<file path="config.mk">
export PLATFORM = sky130hd
export DESIGN_NAME = touch_gesture_classifier
export DESIGN_NICKNAME = d
export VERILOG_FILES = /design/src/rtl/tgc_pkg.sv /design/src/rtl/tgc_cfg_regs.sv /design/src/rtl/tgc_engine.sv /design/src/rtl/touch_gesture_classifier.sv
export SDC_FILE = /design/constraint.sdc
export NUM_CORES = 1
export LEC_CHECK = 0
export ABC_AREA = 0
export BUFFER_PORTS_ARGS = -buffer_cell sky130_fd_sc_hd__clkbuf_2
export CAP_MARGIN = 10
export CORE_ASPECT_RATIO = 0.75
export CORE_MARGIN = 5
export CORE_UTILIZATION = 53
export DETAILED_ROUTE_END_ITERATION = 10
export PLACE_DENSITY = 0.81
export SYNTH_ARGS = -nofsm -noshare
export SYNTH_HDL_FRONTEND = slang
export SYNTH_SLANG_ARGS = --single-unit
</file>
<file path="constraint.sdc">
create_clock -name clk -period 7.53 [get_ports clk]
set_input_delay 1.506 -clock clk [delete_from_list [all_inputs] [get_ports clk]]
set_output_delay 1.506 -clock clk [all_outputs]
set_load 0.03 [all_outputs]
</file>
<file path="src/rtl/tgc_pkg.sv">
`timescale 1ns / 1ps
`default_nettype none
package tgc_pkg;

  localparam int DEBOUNCE_W = 10;
  localparam int TIMEOUT_W  = 16;
  localparam int CFG_DATA_W = 16;
  localparam int CFG_IDX_W  = 2;

  typedef enum logic [CFG_IDX_W-1:0] {
    CFG_DEBOUNCE  = 2'd0,
    CFG_LONG_PRESS = 2'd1,
    CFG_CLICK_GAP = 2'd2
  } cfg_index_t;

  localparam logic [DEBOUNCE_W-1:0] DEBOUNCE_RESET   = 10'd30;
  localparam logic [TIMEOUT_W-1:0]  LONG_PRESS_RESET = 16'd800;
  localparam logic [TIMEOUT_W-1:0]  CLICK_GAP_RESET  = 16'd400;

  typedef enum logic [2:0] {
    GEST_NONE   = 3'd0,
    GEST_SHORT  = 3'd1,
    GEST_DOUBLE = 3'd2,
    GEST_TRIPLE = 3'd3,
    GEST_LONG   = 3'd4
  } gesture_t;

  localparam logic [1:0] CLICK_MAX = 2'd3;

  typedef struct packed {
    logic [DEBOUNCE_W-1:0] debounce_len;
    logic [TIMEOUT_W-1:0]  long_press_len;
    logic [TIMEOUT_W-1:0]  click_gap_len;
  } tgc_cfg_t;

endpackage
`default_nettype wire

</file>
<file path="src/rtl/tgc_cfg_regs.sv">
`timescale 1ns / 1ps
`default_nettype none
module tgc_cfg_regs
  import tgc_pkg::*;
(
  input  wire logic                  clk,
  input  wire logic                  rst,
  input  wire logic                  wr_en,
  input  wire logic [CFG_IDX_W-1:0]  wr_index,
  input  wire logic [CFG_DATA_W-1:0] wr_data,
  output tgc_cfg_t                   cfg
);

  always_ff @(posedge clk) begin
    if (rst) begin
      cfg.debounce_len   <= DEBOUNCE_RESET;
      cfg.long_press_len <= LONG_PRESS_RESET;
      cfg.click_gap_len  <= CLICK_GAP_RESET;
    end else if (wr_en) begin
      case (wr_index)
        CFG_DEBOUNCE:   cfg.debounce_len   <= wr_data[DEBOUNCE_W-1:0];
        CFG_LONG_PRESS: cfg.long_press_len <= wr_data[TIMEOUT_W-1:0];
        CFG_CLICK_GAP:  cfg.click_gap_len  <= wr_data[TIMEOUT_W-1:0];
        default: ;  // unmapped index, write dropped
      endcase
    end
  end

endmodule
`default_nettype wire

</file>
<file path="src/rtl/tgc_engine.sv">
`timescale 1ns / 1ps
`default_nettype none
module tgc_engine
  import tgc_pkg::*;
#(
  parameter int TIME_WIDTH = 16
) (
  input  wire logic     clk,
  input  wire logic     rst,
  input  wire logic     step,
  input  wire logic     level,
  input  wire tgc_cfg_t cfg,
  output gesture_t      gesture_next,
  output logic          pressed_next
);

  localparam int CW = (TIME_WIDTH > TIMEOUT_W) ? TIME_WIDTH : TIMEOUT_W;
  localparam logic [TIME_WIDTH-1:0] TMAX = {TIME_WIDTH{1'b1}};
  localparam logic [TIME_WIDTH-1:0] TONE = TIME_WIDTH'(1);

  logic                  prev_sample;
  logic                  pressed_flag;
  logic                  long_done;
  logic [TIME_WIDTH-1:0] since_edge_ms;
  logic [TIME_WIDTH-1:0] hold_ms;
  logic [TIME_WIDTH-1:0] long_left_ms;
  logic                  long_armed;
  logic [TIME_WIDTH-1:0] gap_left_ms;
  logic                  gap_armed;
  logic [1:0]            clicks;

  logic                  long_done_next;
  logic [TIME_WIDTH-1:0] since_edge_ms_next;
  logic [TIME_WIDTH-1:0] hold_ms_next;
  logic [TIME_WIDTH-1:0] long_left_ms_next;
  logic                  long_armed_next;
  logic [TIME_WIDTH-1:0] gap_left_ms_next;
  logic                  gap_armed_next;
  logic [1:0]            clicks_next;

  logic [CW-1:0]         long_ext;
  logic [CW-1:0]         gap_ext;
  logic [TIME_WIDTH-1:0] long_load;
  logic [TIME_WIDTH-1:0] gap_load;
  logic                  edge_ok;

  // timeouts clamp to the counter range when TIME_WIDTH is narrow
  assign long_ext  = CW'(cfg.long_press_len);
  assign gap_ext   = CW'(cfg.click_gap_len);
  assign long_load = (long_ext > CW'(TMAX)) ? TMAX : long_ext[TIME_WIDTH-1:0];
  assign gap_load  = (gap_ext > CW'(TMAX)) ? TMAX : gap_ext[TIME_WIDTH-1:0];

  always_comb begin
    gesture_next       = GEST_NONE;
    pressed_next       = pressed_flag;
    long_done_next     = long_done;
    long_left_ms_next  = long_left_ms;
    long_armed_next    = long_armed;
    gap_left_ms_next   = gap_left_ms;
    gap_armed_next     = gap_armed;
    clicks_next        = clicks;
    since_edge_ms_next = (since_edge_ms == TMAX) ? TMAX : since_edge_ms + TONE;
    hold_ms_next       = (hold_ms == TMAX) ? TMAX : hold_ms + TONE;

    // timers first
    if (long_armed) begin
      if (long_left_ms <= TONE) begin
        long_left_ms_next = '0;
        long_armed_next   = 1'b0;
        if (pressed_flag && !long_done) begin
          if (level) begin
            long_done_next = 1'b1;
            gesture_next   = GEST_LONG;
          end else begin
            pressed_next = 1'b0;
          end
        end
      end else begin
        long_left_ms_next = long_left_ms - TONE;
      end
    end

    if (gap_armed) begin
      if (gap_left_ms <= TONE) begin
        gap_left_ms_next = '0;
        gap_armed_next   = 1'b0;
        clicks_next      = '0;
        // a long press in the same tick wins; series closes silently
        if (gesture_next == GEST_NONE) begin
          case (clicks)
            2'd1:    gesture_next = GEST_SHORT;
            2'd2:    gesture_next = GEST_DOUBLE;
            2'd3:    gesture_next = GEST_TRIPLE;
            default: gesture_next = GEST_NONE;
          endcase
        end
      end else begin
        gap_left_ms_next = gap_left_ms - TONE;
      end
    end

    // then the edge, against the already advanced timers
    edge_ok = (level != prev_sample) &&
              (CW'(since_edge_ms_next) >= CW'(cfg.debounce_len));
    if (edge_ok) begin
      since_edge_ms_next = '0;
      if (level) begin
        pressed_next      = 1'b1;
        long_done_next    = 1'b0;
        hold_ms_next      = '0;
        gap_armed_next    = 1'b0;
        gap_left_ms_next  = '0;
        long_armed_next   = 1'b1;
        long_left_ms_next = long_load;
      end else begin
        pressed_next      = 1'b0;
        long_armed_next   = 1'b0;
        long_left_ms_next = '0;
        if (!long_done_next && (CW'(hold_ms_next) >= CW'(cfg.debounce_len))) begin
          if (clicks_next != CLICK_MAX) begin
            clicks_next = clicks_next + 2'd1;
          end
          gap_armed_next   = 1'b1;
          gap_left_ms_next = gap_load;
        end
      end
    end
  end

  always_ff @(posedge clk) begin
    if (rst) begin
      prev_sample   <= 1'b0;
      pressed_flag  <= 1'b0;
      long_done     <= 1'b0;
      since_edge_ms <= TMAX;
      hold_ms       <= '0;
      long_left_ms  <= '0;
      long_armed    <= 1'b0;
      gap_left_ms   <= '0;
      gap_armed     <= 1'b0;
      clicks        <= '0;
    end else if (step) begin
      prev_sample   <= level;
      pressed_flag  <= pressed_next;
      long_done     <= long_done_next;
      since_edge_ms <= since_edge_ms_next;
      hold_ms       <= hold_ms_next;
      long_left_ms  <= long_left_ms_next;
      long_armed    <= long_armed_next;
      gap_left_ms   <= gap_left_ms_next;
      gap_armed     <= gap_armed_next;
      clicks        <= clicks_next;
    end
  end

endmodule
`default_nettype wire

</file>
<file path="src/rtl/touch_gesture_classifier.sv">
// A sample accepted into the input register moves on to the result register once that
// register is empty or its beat is being taken (input register, then result register).
// Throughput: one sample per cycle while the sink keeps taking results; the gesture state
// update is a single pass of saturating counters and compares between the two registers.
// Reset (synchronous, active high): empties both registers, clears the gesture state
// and loads debounce 30, long press 800 and click gap 400.
`timescale 1ns / 1ps
`default_nettype none
module touch_gesture_classifier
  import tgc_pkg::*;
#(
  parameter int TIME_WIDTH = 16
) (
  input  wire logic                  clk,
  input  wire logic                  rst,
  input  wire logic                  cfg_valid,
  output logic                       cfg_ready,
  input  wire logic [CFG_IDX_W-1:0]  cfg_index,
  input  wire logic [CFG_DATA_W-1:0] cfg_data,
  input  wire logic                  in_valid,
  output logic                       in_ready,
  input  wire logic                  pin_level,
  output logic                       out_valid,
  input  wire logic                  out_ready,
  output logic [2:0]                 gesture,
  output logic                       is_pressed
);

  tgc_cfg_t cfg;
  logic     s1_valid;
  logic     s1_level;
  logic     advance;
  logic     step;
  gesture_t eng_gesture;
  logic     eng_pressed;

  assign cfg_ready = 1'b1;
  assign advance   = !out_valid || out_ready;
  assign in_ready  = !s1_valid || advance;
  assign step      = s1_valid && advance;

  tgc_cfg_regs u_cfg (
    .clk      (clk),
    .rst      (rst),
    .wr_en    (cfg_valid && cfg_ready),
    .wr_index (cfg_index),
    .wr_data  (cfg_data),
    .cfg      (cfg)
  );

  tgc_engine #(
    .TIME_WIDTH (TIME_WIDTH)
  ) u_engine (
    .clk          (clk),
    .rst          (rst),
    .step         (step),
    .level        (s1_level),
    .cfg          (cfg),
    .gesture_next (eng_gesture),
    .pressed_next (eng_pressed)
  );

  always_ff @(posedge clk) begin
    if (rst) begin
      s1_valid <= 1'b0;
    end else if (in_ready) begin
      s1_valid <= in_valid;
    end
    if (in_valid && in_ready) begin
      s1_level <= pin_level;
    end
  end

  // result register; holds the beat while the sink stalls
  always_ff @(posedge clk) begin
    if (rst) begin
      out_valid <= 1'b0;
    end else if (advance) begin
      out_valid <= s1_valid;
    end
    if (step) begin
      gesture    <= eng_gesture;
      is_pressed <= eng_pressed;
    end
  end

endmodule
`default_nettype wire

</file>
Yosys cells after proc, flatten, opt, wreduce, memory -nomap -nowiden
Index checks and enable logic that the tools add are counted.
{ "totals": {"rom_bits": 0, "latch_bits": 0, "ff_bits": 120, "input_bits": 24, "mem_count": 0, "word_cells": 106, "mem_bits_rw": 0} }
{ "classes": {"magnitude_cmp": 6, "div": 0, "n_eq_ne": 9, "add_sub_neg": 5, "bitwise_logic": 0, "mul": 0, "n_reduce_logical": 18, "n_mux": 50, "shift": 0} }
{ "ops": {"columns": ["op", "count"], "rows": [
  ["16-bit 2-to-1 mux", 16],
  ["16-bit by 1-bit adder with 16-bit output, second input constant", 2],
  ["16-bit == test, second input constant", 2],
  ["16-bit by 10-bit greater-or-equal comparator with 1-bit output", 2],
  ["16-bit greater-than comparator, second input constant", 2],
  ["16-bit by 1-bit less-or-equal comparator with 1-bit output, second input constant", 2],
  ["16-bit by 1-bit subtractor with 16-bit output, second input constant", 2],
  ["3-bit 2-to-1 mux", 7],
  ["1-bit 2-to-1 mux", 20],
  ["2-bit 2-to-1 mux", 6],
  ["2-bit AND reduction", 4],
  ["2-bit == test, second input constant", 3],
  ["2-bit one-hot mux with 3 select lines", 1],
  ["1-bit logical AND", 5],
  ["2-bit by 1-bit == test with 1-bit output, second input constant", 2],
  ["1-bit logical NOT", 4],
  ["3-bit logical NOT", 1],
  ["2-bit by 1-bit adder with 2-bit output, second input constant", 1],
  ["2-bit logical NOT", 1],
  ["1-bit logical OR", 2],
  ["2-bit != test, second input constant", 1],
  ["2-bit nonzero test", 1],
  ["1-bit != test", 1]
]} }

Depth between registers and ports, before layout
Gate-level depths: netlist of the first run.
{ "logic_depth": {"ltp_word": 10, "mapped_depth": 17} }

Modules after synthesis
From an unflattened synthesis of the first run, not the netlist that was laid out.
{ "hier_totals": {"cells_unflattened": 848, "area_unflattened_um2": 7053.0} }
{ "modules_own_cells": {"columns": ["module", "seq_area_each_um2", "area_each_um2", "cells_per_inst", "instances"], "rows": [
  ["tgc_engine", 1421.4, 5026.1, 664, 1],
  ["tgc_cfg_regs", 840.8, 1761.7, 167, 1],
  ["touch_gesture_classifier", 190.2, 265.3, 17, 1]
]} }

Worst setup path before layout of the first run
OpenSTA, ideal clock, no wires.
{ "synth_timing": {"path_type": "register to register", "from": "register u_engine.since_edge_ms[9]", "to": "register u_engine.gap_left_ms[0]", "path_slack_ns": 3.820, "path_stages_with_launch": 17, "arrival_ns": 3.593, "required_time_ns": 7.413, "cell_sequence": "dfxtp_1 clkbuf_1 and3_1 and3_1 nand4_1 clkbuf_1 nand2_1 ha_1 a21o_1 a21o_1 a21o_1 a211oi_1 a21oi_2 and3_1 buf_6 mux2_4 a22o_1"} }
{ "synth_via": {"elab_chain_len": 5, "word_cells_on_any_way": 6} }
{ "synth_rtl": {"columns": ["item", "line_no", "source"], "rows": [
  ["from (decl)", "tgc_engine.sv:24", "logic [TIME_WIDTH-1:0] since_edge_ms;"],
  ["from (signal assigned)", "tgc_engine.sv:146", "since_edge_ms <= since_edge_ms_next;"],
  ["16-bit by 1-bit adder with 16-bit output / 16-bit == test (equally long branches)", "tgc_engine.sv:62", "since_edge_ms_next = (since_edge_ms == TMAX) ? TMAX : since_edge_ms + TONE;"],
  ["16-bit 2-to-1 mux *", "tgc_engine.sv:62", null],
  ["16-bit by 10-bit greater-or-equal comparator with 1-bit output *", "tgc_engine.sv:104", "(CW'(since_edge_ms_next) >= CW'(cfg.debounce_len));"],
  ["1-bit logical AND *", "tgc_engine.sv:103", "edge_ok = (level != prev_sample) &&"],
  ["16-bit 2-to-1 mux *", "tgc_engine.sv:105", "if (edge_ok) begin"],
  ["to (signal assigned)", "tgc_engine.sv:150", "gap_left_ms <= gap_left_ms_next;"],
  ["to (decl)", "tgc_engine.sv:28", "logic [TIME_WIDTH-1:0] gap_left_ms;"]
]} }
Every way passes the cells marked *; elsewhere a longest branch is shown, timed or not.
A chain may end at the register's enable or synchronous reset.

Final worst setup path of the first run
{ "layout_timing": {"from": "register u_engine.since_edge_ms[0]", "to": "register u_engine.gap_left_ms[3]"} }
Same word-level chain as after synthesis.

==> summary.txt, run 1 <==
Status -> completed
# setup viols final -> 0
Vias in the first global route -> 5,536
Critical path fanouts, max -> 19
Fraction of power consumed by combinational cells -> 14.1%
1st-iter DRT viols -> 797
Synth area leaders -> dfxtp_1 35%, nand2_1 7.3%, a21oi_1 6.1%
Cell taking the most area after synthesis -> dfxtp_1
Net switching power -> 0.000476 W
Final setup TNS -> 0 ns
GRT Resource Usage Total -> 23.3%
Synth warn -> 0
Min Tclk post-route -> 5.17 ns
Post-Syn Area per Cell -> 8.02 um^2
Register area -> 0.00245 mm^2
Clk slew on worst S/H paths -> 0.06 ns
Die width -> 138 um
Post-layout util -> 60.2%
Top-area cell type share of the netlist area -> 35.1%
Drt drc -> 0
Critical Path End Type -> flip-flop
Clock Sinks -> 120
Vias -> 6,099
Pwr Total -> 0.00181 W
Multi-input combinational cell area -> 0.00379 mm^2
Sequential share of the synthesized area -> 37.4%
Post-Layout Cell Count -> 995
Post-route ant nets -> 0
Fillers -> 1,046
Synth unique cells -> 73
CTS buffer count -> 17
Final Wtd Congestion -> 0.874
Final WS setup -> 2.36 ns
CTS Hold Bufs -> 0
First-pass GRT wire length -> 28.2 mm
Clk network pwr share -> 47.8%
TritonRoute pass-1 iters -> 5
CTS resizes -> 0
Max Root-Sink Buffers -> 2
Worst Tran Pin Value -> 1.16 ns
Power per standard cell area -> 246 mW/mm^2
Vias/cell -> 6.13
Net Count, Synth -> 868
Final #Nets -> 868
Root Buffer -> clkbuf_16
Switching Fraction -> 26.4%
Worst EP required -> 7.87 ns
Int Power -> 0.00133 W
Hold Crit Class -> flip-flop to flip-flop
Hpwl dp -> 11.2 mm
Total grt overflow -> 0
Post-synth EDFFs -> 5
CTS tree -> built
Postcts setup bufs -> 0
Leakage -> 2.77 nW
I/O Buffers -> 29
Initial antenna violation count -> 0
Crit path kind -> flip-flop to flip-flop
Total die area -> 0.0147 mm^2
CP Launch Type -> flip-flop
Initial core utilization -> 53.7%
RSZ-0062 raised after global routing -> false
Num rows -> 35
Placed Instances -> 965
# diodes -> 0
Max-cap violations -> 0
Clk_skew -> 0.00954 ns
Synthesized cell area -> 0.00656 mm^2
Place WS -> 2.62 ns
Fin. Hold Viols -> 0
Seq cells post-synth -> 120
Cells after Synth -> 818
Pin count of the biggest net entering global routing -> 70
Avg WL per Cell -> 17.0 um
Die H -> 106 um
# IOs -> 31
Skew-Pair Late Insertion Delay -> 0.41 ns
Area Growth Syn to Fin -> 12.1%
Async SR Flop Fraction -> 0%
Critical Path AT -> 5.52 ns
Most frequent cells in the layout -> 127 x nand2_1, 115 x dfxtp_1, 80 x a21oi_1
Total wire length -> 16.9 mm
Most common cell after layout, fill and taps aside -> nand2_1
CORE AREA -> 0.0122 mm^2
Synth Flop Type -> dfxtp_1
Sequential power share -> 38.1%
Htree depth -> 4
Max-slew violation count -> 0
Worst VDD drop -> 0.171 mV
Final worst path period share -> 68.7%
Share of layout cells above drive strength 1 -> 10.3%
Max Freq -> 193 MHz
Rel. slew slack -> 22.0%
-- power by group through the flow --
stage	clock [W]	combinational, W	sequential [W]
after global routing	0.000899	0.000283	0.000691
final	0.000864	0.000255	0.000688
after CTS	0.000870	0.000249	0.000687
after floorplan	0	0.000192	0.000694
after detailed placement	0	0.000245	0.000700
after global placement	0	0.000243	0.000699
-- layout make-up --
| cell class | instances | share of cell area (%) |
|---|---|---|
| timing repair buffer | 33 | 2.42 |
| clock buffer | 22 | 6.45 |
| inverter | 28 | 1.43 |
| tap | 166 | 2.83 |
| clock inverter | 8 | 1.97 |
| sequential | 120 | 33.4 |
| multi-input combinational | 618 | 51.5 |
-- Yosys cell counts (3+ instances only) --
library cell and number:
o21bai_1 4, nand4_1 16, ha_1 26, a32oi_1 6, nand2_1 127, nor3_1 20, xor2_1 12, a21o_1 5
xnor2_1 21, o32ai_1 7, o211ai_1 12, a21oi_1 80, nor3_2 3, a22o_1 3, edfxtp_1 5, nand2b_1 11
buf_2 6, nand3_1 25, a22oi_1 7, nor4_1 9, a221oi_1 6, clkbuf_1 42, nor2_1 59, and3b_1 3
a31oi_1 13, and3_1 7, o21ai_0 30, a211oi_1 13, a211o_1 6, dfxtp_1 115, inv_1 27, nand3b_1 18
or4_1 4, nor3b_1 4, mux2i_1 3, and2_1 9, a41oi_1 5, and4_1 4
-- cells by family (layout without fill, tap and decap cells) --
| group | Yosys count | in the layout | synth area share, % |
|---|---|---|---|
| AO/OA/AOI/OAI | 215 | 215 | 21.0 |
| XOR/XNOR | 33 | 33 | 4.41 |
| adder cells (fa/ha/maj) | 26 | 26 | 4.96 |
| buffers and inverters | 80 | 91 | 4.98 |
| flip-flops | 120 | 120 | 37.4 |
| multiplexers | 7 | 7 | 1.26 |
| other | 1 | 1 | 0.0572 |
| AND/OR/NAND/NOR | 336 | 336 | 26.0 |
-- worst paths after layout --
path | start | to | slack, ns | cells past startpoint
max | u_engine.since_edge_ms[0] | u_engine.gap_left_ms[3] | 2.36 | 15
min | u_cfg.cfg[30] | u_cfg.cfg[30] | 0.45 | 2
max reg2reg | u_engine.since_edge_ms[0] | u_engine.gap_left_ms[3] | 2.36 | 15
min reg2reg | u_cfg.cfg[30] | u_cfg.cfg[30] | 0.45 | 2
-- state kept, by name (all words and copies together) (netlist names), 2 cells and up --
name,flops
gesture,3
u_engine.clicks,2
u_engine.long_left_ms,16
u_engine.hold_ms,16
u_cfg.cfg,42
u_engine.since_edge_ms,16
u_engine.gap_left_ms,16
-- per-layer routing --
metal	up-vias	global-route usage [%]	routed length [um]
li1	2946	-	-
met1	2838	33.6	8040
met2	282	33.8	7080
met3	33	6.07	1510
met4	0	7.90	288
met5	-	0	0
-- critical path: stages, from the launching register on --
cell and delay [ns]:
dfxtp_1 0.40, ha_1 0.26, nand4_1 0.19, nor2_4 0.24
nand4_1 0.54, and2_1 0.42, ha_1 0.26, nand2b_1 0.14
a21oi_1 0.16, o211ai_1 0.12, a211oi_1 0.54, a21oi_2 0.38
buf_4 0.32, nor3_2 0.71, and2_1 0.27, a221o_1 0.14
-- per-stage QoR --
stage	area [um^2]	hold WS [ns]
final	7350	0.454
after global routing	7350	0.480
after CTS	7350	0.453
after detailed placement	6730	0.445
after global placement	6730	0.442
after floorplan	6560	0.432
Note: power is estimated with default switching activity, not from simulation.
==> run 2, diff against run 1 <==
Clock period 7.53 ns to 5.2 ns, I/O delays scaled along.
==> run 2 against run 1 <==
Core utilization fell by 0.62 points. Clock power up 23%. Sequential power increased by 45%. Critical path depth stayed put. Critical path type unchanged. Highest routed layer unchanged.
==> summary.txt, run 2 (synthesized netlist as in run 1, its figures left out) <==
Area Growth Syn to Fin -> 10.9%
Critical Path End Type -> flip-flop
Vias in the first global route -> 5,572 (+0.65%)
Postcts setup bufs -> 0 (unchanged)
Fraction of power consumed by combinational cells -> 15.1% (+1.0 points)
# setup viols final -> 0 (unchanged)
Vias/cell -> 6.12 (about the same)
Crit Reg-Reg Endpoint -> u_engine.gap_left_ms[3]
Post-layout util -> 59.5% (-0.62 points)
Max Root-Sink Buffers -> 2 (unchanged)
Die width -> 138 um (unchanged)
# diodes -> 0 (unchanged)
Drt drc -> 0 (unchanged)
Clk slew on worst S/H paths -> 0.06 ns (about the same)
Final setup TNS -> 0 ns (unchanged)
Fin. Hold Viols -> 0 (unchanged)
Hold Crit Class -> flip-flop to flip-flop
CORE AREA -> 0.0122 mm^2 (unchanged)
CP Launch Type -> flip-flop
Min Tclk post-route -> 4.59 ns (-0.585 ns)
# IOs -> 31 (unchanged)
Final instance area -> 0.00728 mm^2 (-1.0%)
Max-slew violation count -> 0 (unchanged)
RSZ-0062 raised after global routing -> false
CTS Hold Bufs -> 0 (unchanged)
Worst EP required -> 5.55 ns (-2.32 ns)
Clock Sinks -> 120 (unchanged)
Reg2reg start -> u_engine.since_edge_ms[0]
Die H -> 106 um (unchanged)
Setup crit start -> u_engine.since_edge_ms[0]
Htree depth -> 4 (unchanged)
Cell Area, Placed -> 0.00675 mm^2 (+0.22%)
Final worst path period share -> 88.2% (+20 points)
CP dominant cell by count -> a21o_1
Worst Tran Pin Value -> 1.09 ns (-0.0713 ns)
First-pass GRT wire length -> 27.9 mm (-0.93%)
Int Power -> 0.00175 W (+32%)
Net switching power -> 0.000673 W (+41%)
FF-to-FF setup slack -> 0.61 ns (-1.74 ns)
Critical Path End -> u_engine.gap_left_ms[3]
Pin count of the biggest net entering global routing -> 68 (-2.9%)
Worst VDD drop -> 0.261 mV (+53%)
Crit path buffers/inverters -> 1 (unchanged)
Min-delay src -> u_cfg.cfg[31]
CTS tree -> built
Total grt overflow -> 0 (unchanged)
Most common cell after layout, fill and taps aside -> nand2_1
Clk_skew -> 0.00891 ns (-0.000636 ns)
Num rows -> 35 (unchanged)
TritonRoute pass-1 iters -> 5 (unchanged)
Max-cap violations -> 0 (unchanged)
Crit path depth -> 15 (unchanged)
Post-route ant nets -> 0 (unchanged)
Hpwl dp -> 11.3 mm (+0.73%)
Power per standard cell area -> 334 mW/mm^2 (+36%)
Most frequent cells in the layout -> 127 x nand2_1, 115 x dfxtp_1, 80 x a21oi_1
Initial antenna violation count -> 0 (unchanged)
Family with the most delay on the worst path -> simple AND/OR/NAND/NOR gates
Critical path fanouts, max -> 19 (unchanged)
Leakage -> 2.74 nW (-0.98%)
Sequential power share -> 41.1% (+3.0 points)
Vias -> 6,106 (+0.11%)
Root Buffer -> clkbuf_16
Clk network pwr share -> 43.8% (-4.0 points)
1st-iter DRT viols -> 536 (-33%)
Max FFs per register -> 42 (unchanged)
Total wire length -> 16.8 mm (-0.58%)
Most flops, register -> u_cfg.cfg
CTS buffer count -> 17 (unchanged)
Skew-Pair Late Insertion Delay -> 0.41 ns (about the same)
Share of layout cells above drive strength 1 -> 10.3% (+0.096 points)
Final Wtd Congestion -> 0.879 (+0.61%)
Avg WL per Cell -> 16.9 um (-0.78%)
Critical Path AT -> 4.94 ns (-0.58 ns)
Worst reg-to-reg path cell count -> 15 (unchanged)
Slowest stage delay, CP -> 0.81 ns (+0.10 ns)
Final #Nets -> 870 (+0.23%)
CTS resizes -> 0 (unchanged)
Initial core utilization -> 53.7% (unchanged)
Post-Layout Cell Count -> 997 (+0.20%)
Total die area -> 0.0147 mm^2 (unchanged)
I/O Buffers -> 29 (unchanged)
Switching Fraction -> 27.7% (+1.4 points)
Rel. slew slack -> 26.8% (+4.8 points)
Max Freq -> 218 MHz (+13%)
Slowest-stage cell, CP -> nor3_2
Crit path kind -> flip-flop to flip-flop
Critical-path cell list -> ha_1 > nand4_1 > nor2_4 > nand4_1 > buf_4 > nand2_1 > ha_1 > a21o_1 > a21o_1 > a21o_1 > a211oi_1 > a21oi_2 > nor3_2 > and2_1 > a221o_1
GRT Resource Usage Total -> 23.0% (-0.31 points)
Placed Instances -> 967 (+0.21%)
Status -> completed
-- run 2: changes by cell type in the layout (fill, tap and decap cells not counted), sizes merged --
cell      change
buf           +2
clkinv        +4
bufinv        -3
clkinvlp      -1
inv           +1
clkbuf        -1
-- run 2: area by class of cell --
class,count,area (um^2)
fill,1078,4940
multi-input combinational,618,3790
sequential,120,2450
clock buffer,21,450
tap,166,208
timing repair buffer,35,193
inverter,28,105
clock inverter,9,77.6
-- run 2: power groups by stage --
stage	Combinational [W]	Sequential [W]	Clock [W]
final	0.000367	0.000997	0.00106
after global routing	0.000408	0.00100	0.00111
after CTS	0.000361	0.000996	0.00107
after detailed placement	0.000356	0.00101	0
after global placement	0.000352	0.00101	0
after floorplan	0.000278	0.00101	0
-- run 2: routing by layer --
metal	vias up	wire [um]	track usage (%)
li1	2954	-	-
met4	0	206	7.48
met5	-	0	0
met3	18	1430	5.49
met2	277	7150	33.6
met1	2857	8040	33.4
-- run 2: through the flow --
step	hold WS [ns]	total power, W	setup slack (ns)
2_1_floorplan	0.432	0.00128	1.49
3_3_place_gp	0.445	0.00137	0.937
3_5_place_dp	0.446	0.00137	0.786
4_1_cts	0.458	0.00243	0.693
5_1_grt	0.475	0.00252	0.317
6_report	0.456	0.00243	0.614
-- run 2: worst min-delay path by stage --
stage,slack [ns],end,cells past startpoint
finish,0.46,u_cfg.cfg[31],2
global route,0.47,u_cfg.cfg[30],2
CTS,0.46,u_cfg.cfg[31],2
detailed placement,0.45,u_cfg.cfg[30],2
global placement,0.45,u_cfg.cfg[30],2
floorplan,0.43,u_cfg.cfg[30],2
-- run 2: worst reg2reg max path, delay by kind of cell (launching register included) --
family	cells	cell delay, ns
AND/OR/NAND/NOR	6	1.89
adder cells (fa/ha/maj)	2	0.51
buffers and inverters	1	0.26
flip-flops	1	0.40
AO/OA/AOI/OAI	6	1.45
==> run 3, diff against run 2 <==
Settings changed: CELL_PAD_IN_SITES_DETAIL_PLACEMENT set to 1, CELL_PAD_IN_SITES_GLOBAL_PLACEMENT set to 1, CORE_UTILIZATION 53 to 47, PLACE_DENSITY 0.81 to 0.91, SYNTH_HIERARCHICAL set to 1.
==> run 3 against run 2 <==
Fmax fell by 4.8%. Core utilization fell by 5.6 points. Critical path depth did not move. Sequential share of layout area fell by 2.6 points. Sequential power barely moved. Combinational power rose by 29%. Sequential cell count did not move. Final area rose by 8.3%. Clock power rose by 14%. Area after synthesis rose by 7.5%. Non-clock buffer count rose by 7. Register-to-register slack got worse by 0.23 ns. Highest routed layer unchanged.
==> summary.txt, run 3 <==
I/O Buffers -> 29 (unchanged)
Placed Instances -> 1,033 (+6.8%)
Critical path fanouts, max -> 12 (-7)
Pwr Total -> 0.00269 W (+11%)
Synth unique cells -> 84 (+15%)
Post-Synth Adder-Cell Area -> 4.61% (-0.35 points)
Slowest stage delay, CP -> 0.83 ns (+0.02 ns)
Post-Syn Area per Cell -> 8.32 um^2 (+3.7%)
Total wire length -> 23.0 mm (+37%)
Seq cells post-synth -> 120 (unchanged)
Clk slew on worst S/H paths -> 0.06 ns (about the same)
Post-Layout Cell Count -> 1,065 (+6.8%)
Critical-path cell list -> ha_1 > and3_1 > nand4_1 > nor2_1 > nand2_1 > and2_1 > ha_1 > nor3b_1 > nor2_1 > o41ai_1 > and3b_1 > a21oi_1 > o21a_1 > nand2b_1 > o22ai_1
# IOs -> 31 (unchanged)
Multiplexer area fraction after synthesis -> 7.59% (+6.3 points)
Most frequent cell after synthesis -> dfxtp_1
Worst Tran Pin Value -> 1.19 ns (+0.0953 ns)
CP Launch Type -> flip-flop
Final instance area -> 0.00788 mm^2 (+8.3%)
Post-synth EDFFs -> 5 (unchanged)
Vias/cell -> 6.35 (+3.7%)
Sequential share of the synthesized area -> 34.8% (-2.6 points)
Clock Sinks -> 120 (unchanged)
Max Root-Sink Buffers -> 2 (unchanged)
Clk_skew -> 0.0116 ns (+0.00266 ns)
Critical Path AT -> 5.16 ns (+0.22 ns)
Initial antenna violation count -> 0 (unchanged)
Cells after Synth -> 848 (+3.7%)
Max FFs per register -> 42 (unchanged)
Drt drc -> 0 (unchanged)
Min Tclk post-route -> 4.82 ns (+0.232 ns)
Cell taking the most area after synthesis -> dfxtp_1
Net Count, Synth -> 898 (+3.5%)
Most flops, register -> u_cfg/cfg
Total die area -> 0.0176 mm^2 (+19%)
Final Wtd Congestion -> 0.874 (-0.53%)
Power per standard cell area -> 341 mW/mm^2 (+2.3%)
CTS tree -> built
Synth warn -> 6 (+6)
Final worst path period share -> 92.6% (+4.5 points)
Leakage -> 3.11 nW (+13%)
Htree depth -> 4 (unchanged)
Share of layout cells above drive strength 1 -> 12.7% (+2.4 points)
Worst EP required -> 5.54 ns (about the same)
Final #Nets -> 902 (+3.7%)
Async SR Flop Fraction -> 0% (unchanged)
Initial core utilization -> 48.3% (-5.4 points)
Area Growth Syn to Fin -> 11.7%
Vias -> 6,766 (+11%)
CORE AREA -> 0.0146 mm^2 (+19%)
Cell Area, Placed -> 0.00727 mm^2 (+7.7%)
# setup viols final -> 0 (unchanged)
Final setup TNS -> 0 ns (unchanged)
Synth Area in Simple Gates -> 26.6% (+0.67 points)
Rel. slew slack -> 20.6% (-6.3 points)
Most frequent cells in the layout -> 115 x dfxtp_1, 73 x nand2_1, 69 x nor2_1
Slowest-stage cell, CP -> a21oi_1
Avg WL per Cell -> 21.6 um (+28%)
Status -> completed
Critical Path End Type -> flip-flop
Fin. Hold Viols -> 0 (unchanged)
Commonest cells in the netlist -> 115 x dfxtp_1, 73 x nand2_1, 69 x nor2_1
Die H -> 116 um (+9.1%)
RSZ-0062 raised after global routing -> false
GRT Resource Usage Total -> 26.8% (+3.7 points)
Max Freq -> 208 MHz (-4.8%)
Postcts setup bufs -> 0 (unchanged)
# diodes -> 0 (unchanged)
Pin count of the biggest net entering global routing -> 67 (-1.5%)
Hpwl dp -> 14.9 mm (+31%)
Synthesized cell area -> 0.00705 mm^2 (+7.5%)
Top-area cell type share of the netlist area -> 32.6% (-2.4 points)
Most common cell after layout, fill and taps aside -> dfxtp_1
Hold Crit Class -> flip-flop to flip-flop
Largest family of logic cells by synthesized area -> simple AND/OR/NAND/NOR gates
Worst VDD drop -> 0.217 mV (-17%)
TritonRoute pass-1 iters -> 5 (unchanged)
Max-slew violation count -> 0 (unchanged)
FF-to-FF setup slack -> 0.38 ns (-0.23 ns)
Die width -> 151 um (+9.4%)
CTS Hold Bufs -> 0 (unchanged)
Total grt overflow -> 0 (unchanged)
Synth Area in Compound Gates -> 18.4% (-2.6 points)
Root Buffer -> clkbuf_16
CTS buffer count -> 17 (unchanged)
First-pass GRT wire length -> 36.9 mm (+32%)
Post-route ant nets -> 0 (unchanged)
Max-cap violations -> 0 (unchanged)
Skew-Pair Late Insertion Delay -> 0.43 ns (+0.02 ns)
Vias in the first global route -> 6,845 (+23%)
Crit path kind -> flip-flop to flip-flop
Num rows -> 38 (+8.6%)
1st-iter DRT viols -> 625 (+17%)
Synth Flop Type -> dfxtp_1
Synth area leaders -> dfxtp_1 33%, mux2i_1 7.4%, nand2b_1 5.1%
Xor/xnor share of the synthesized area -> 2.24% (-2.2 points)
==> run 3: cell count changes after synthesis, moves of 15 or more <==
cell | before | now
a21oi_1 | 80 | 54
nand2b_1 | 11 | 57
nand3b_1 | 18 | 3
nand3_1 | 25 | 42
nand2_1 | 127 | 73
mux2i_1 | 3 | 52
==> run 3: worst max-delay path: cells and delay by family (launching register included) <==
kind                     cells  cell delay (ns)
flip-flops                   1             0.46
AO/OA/AOI/OAI                4             1.60
AND/OR/NAND/NOR              9             2.10
adder cells (fa/ha/maj)      2             0.59
==> run 3: cells by family after synthesis <==
logic type / Yosys count
multiplexers: 53
buffers and inverters: 88
AND/OR/NAND/NOR: 347
flip-flops: 120
XOR/XNOR: 18
AO/OA/AOI/OAI: 195
adder cells (fa/ha/maj): 26
other: 1
==> run 3: through the flow <==
stage,hold WS [ns],util [%],setup slack (ns)
after floorplan,0.424,-,1.32
after global placement,0.442,49.8,0.885
after detailed placement,0.456,49.8,0.626
after CTS,0.466,53.9,0.404
after global routing,0.477,54.0,0.0732
final,0.459,54.0,0.382
==> run 3: area by class of cell <==
cell class,instances,area [um^2]
repair buffers,42,245
clock buffers,21,482
flip-flops and latches,120,2450
multi-input cells,640,4210
fillers,1780,6720
clock inverters,11,120
inverters,31,116
well taps,200,250
==> run 3: worst paths after layout <==
check                            startpoint                        to  depth (start not counted)
setup / recovery  u_engine/since_edge_ms[0]  u_engine/long_left_ms[5]                         15
hold / removal     u_engine/gap_left_ms[13]  u_engine/gap_left_ms[13]                          2
setup reg to reg  u_engine/since_edge_ms[0]  u_engine/long_left_ms[5]                         15
hold reg to reg    u_engine/gap_left_ms[13]  u_engine/gap_left_ms[13]                          2
==> run 3: per-layer routing <==
layer / vias to the layer above / global-route usage, % / part of all wire, %
li1: 3096 / - / -
met1: 3337 / 35.7 / 45
met2: 283 / 43.5 / 46
met3: 50 / 6.09 / 6.6
met4: 0 / 8.33 / 2.2
met5: - / 0 / 0
==> run 3: power by group <==
group | total [W] | switching (W) | internal (W)
Combinational | 0.000472 | 0.000304 | 0.000168
Clock | 0.00121 | 0.000454 | 0.000757
Sequential | 0.00101 | 0.0000446 | 0.000960
==> run 3: what timing repair did <==
item,CTS,global route
resized for setup,0,2
endpoints found under the setup margin,0,5
hold endpoints to repair,0,0
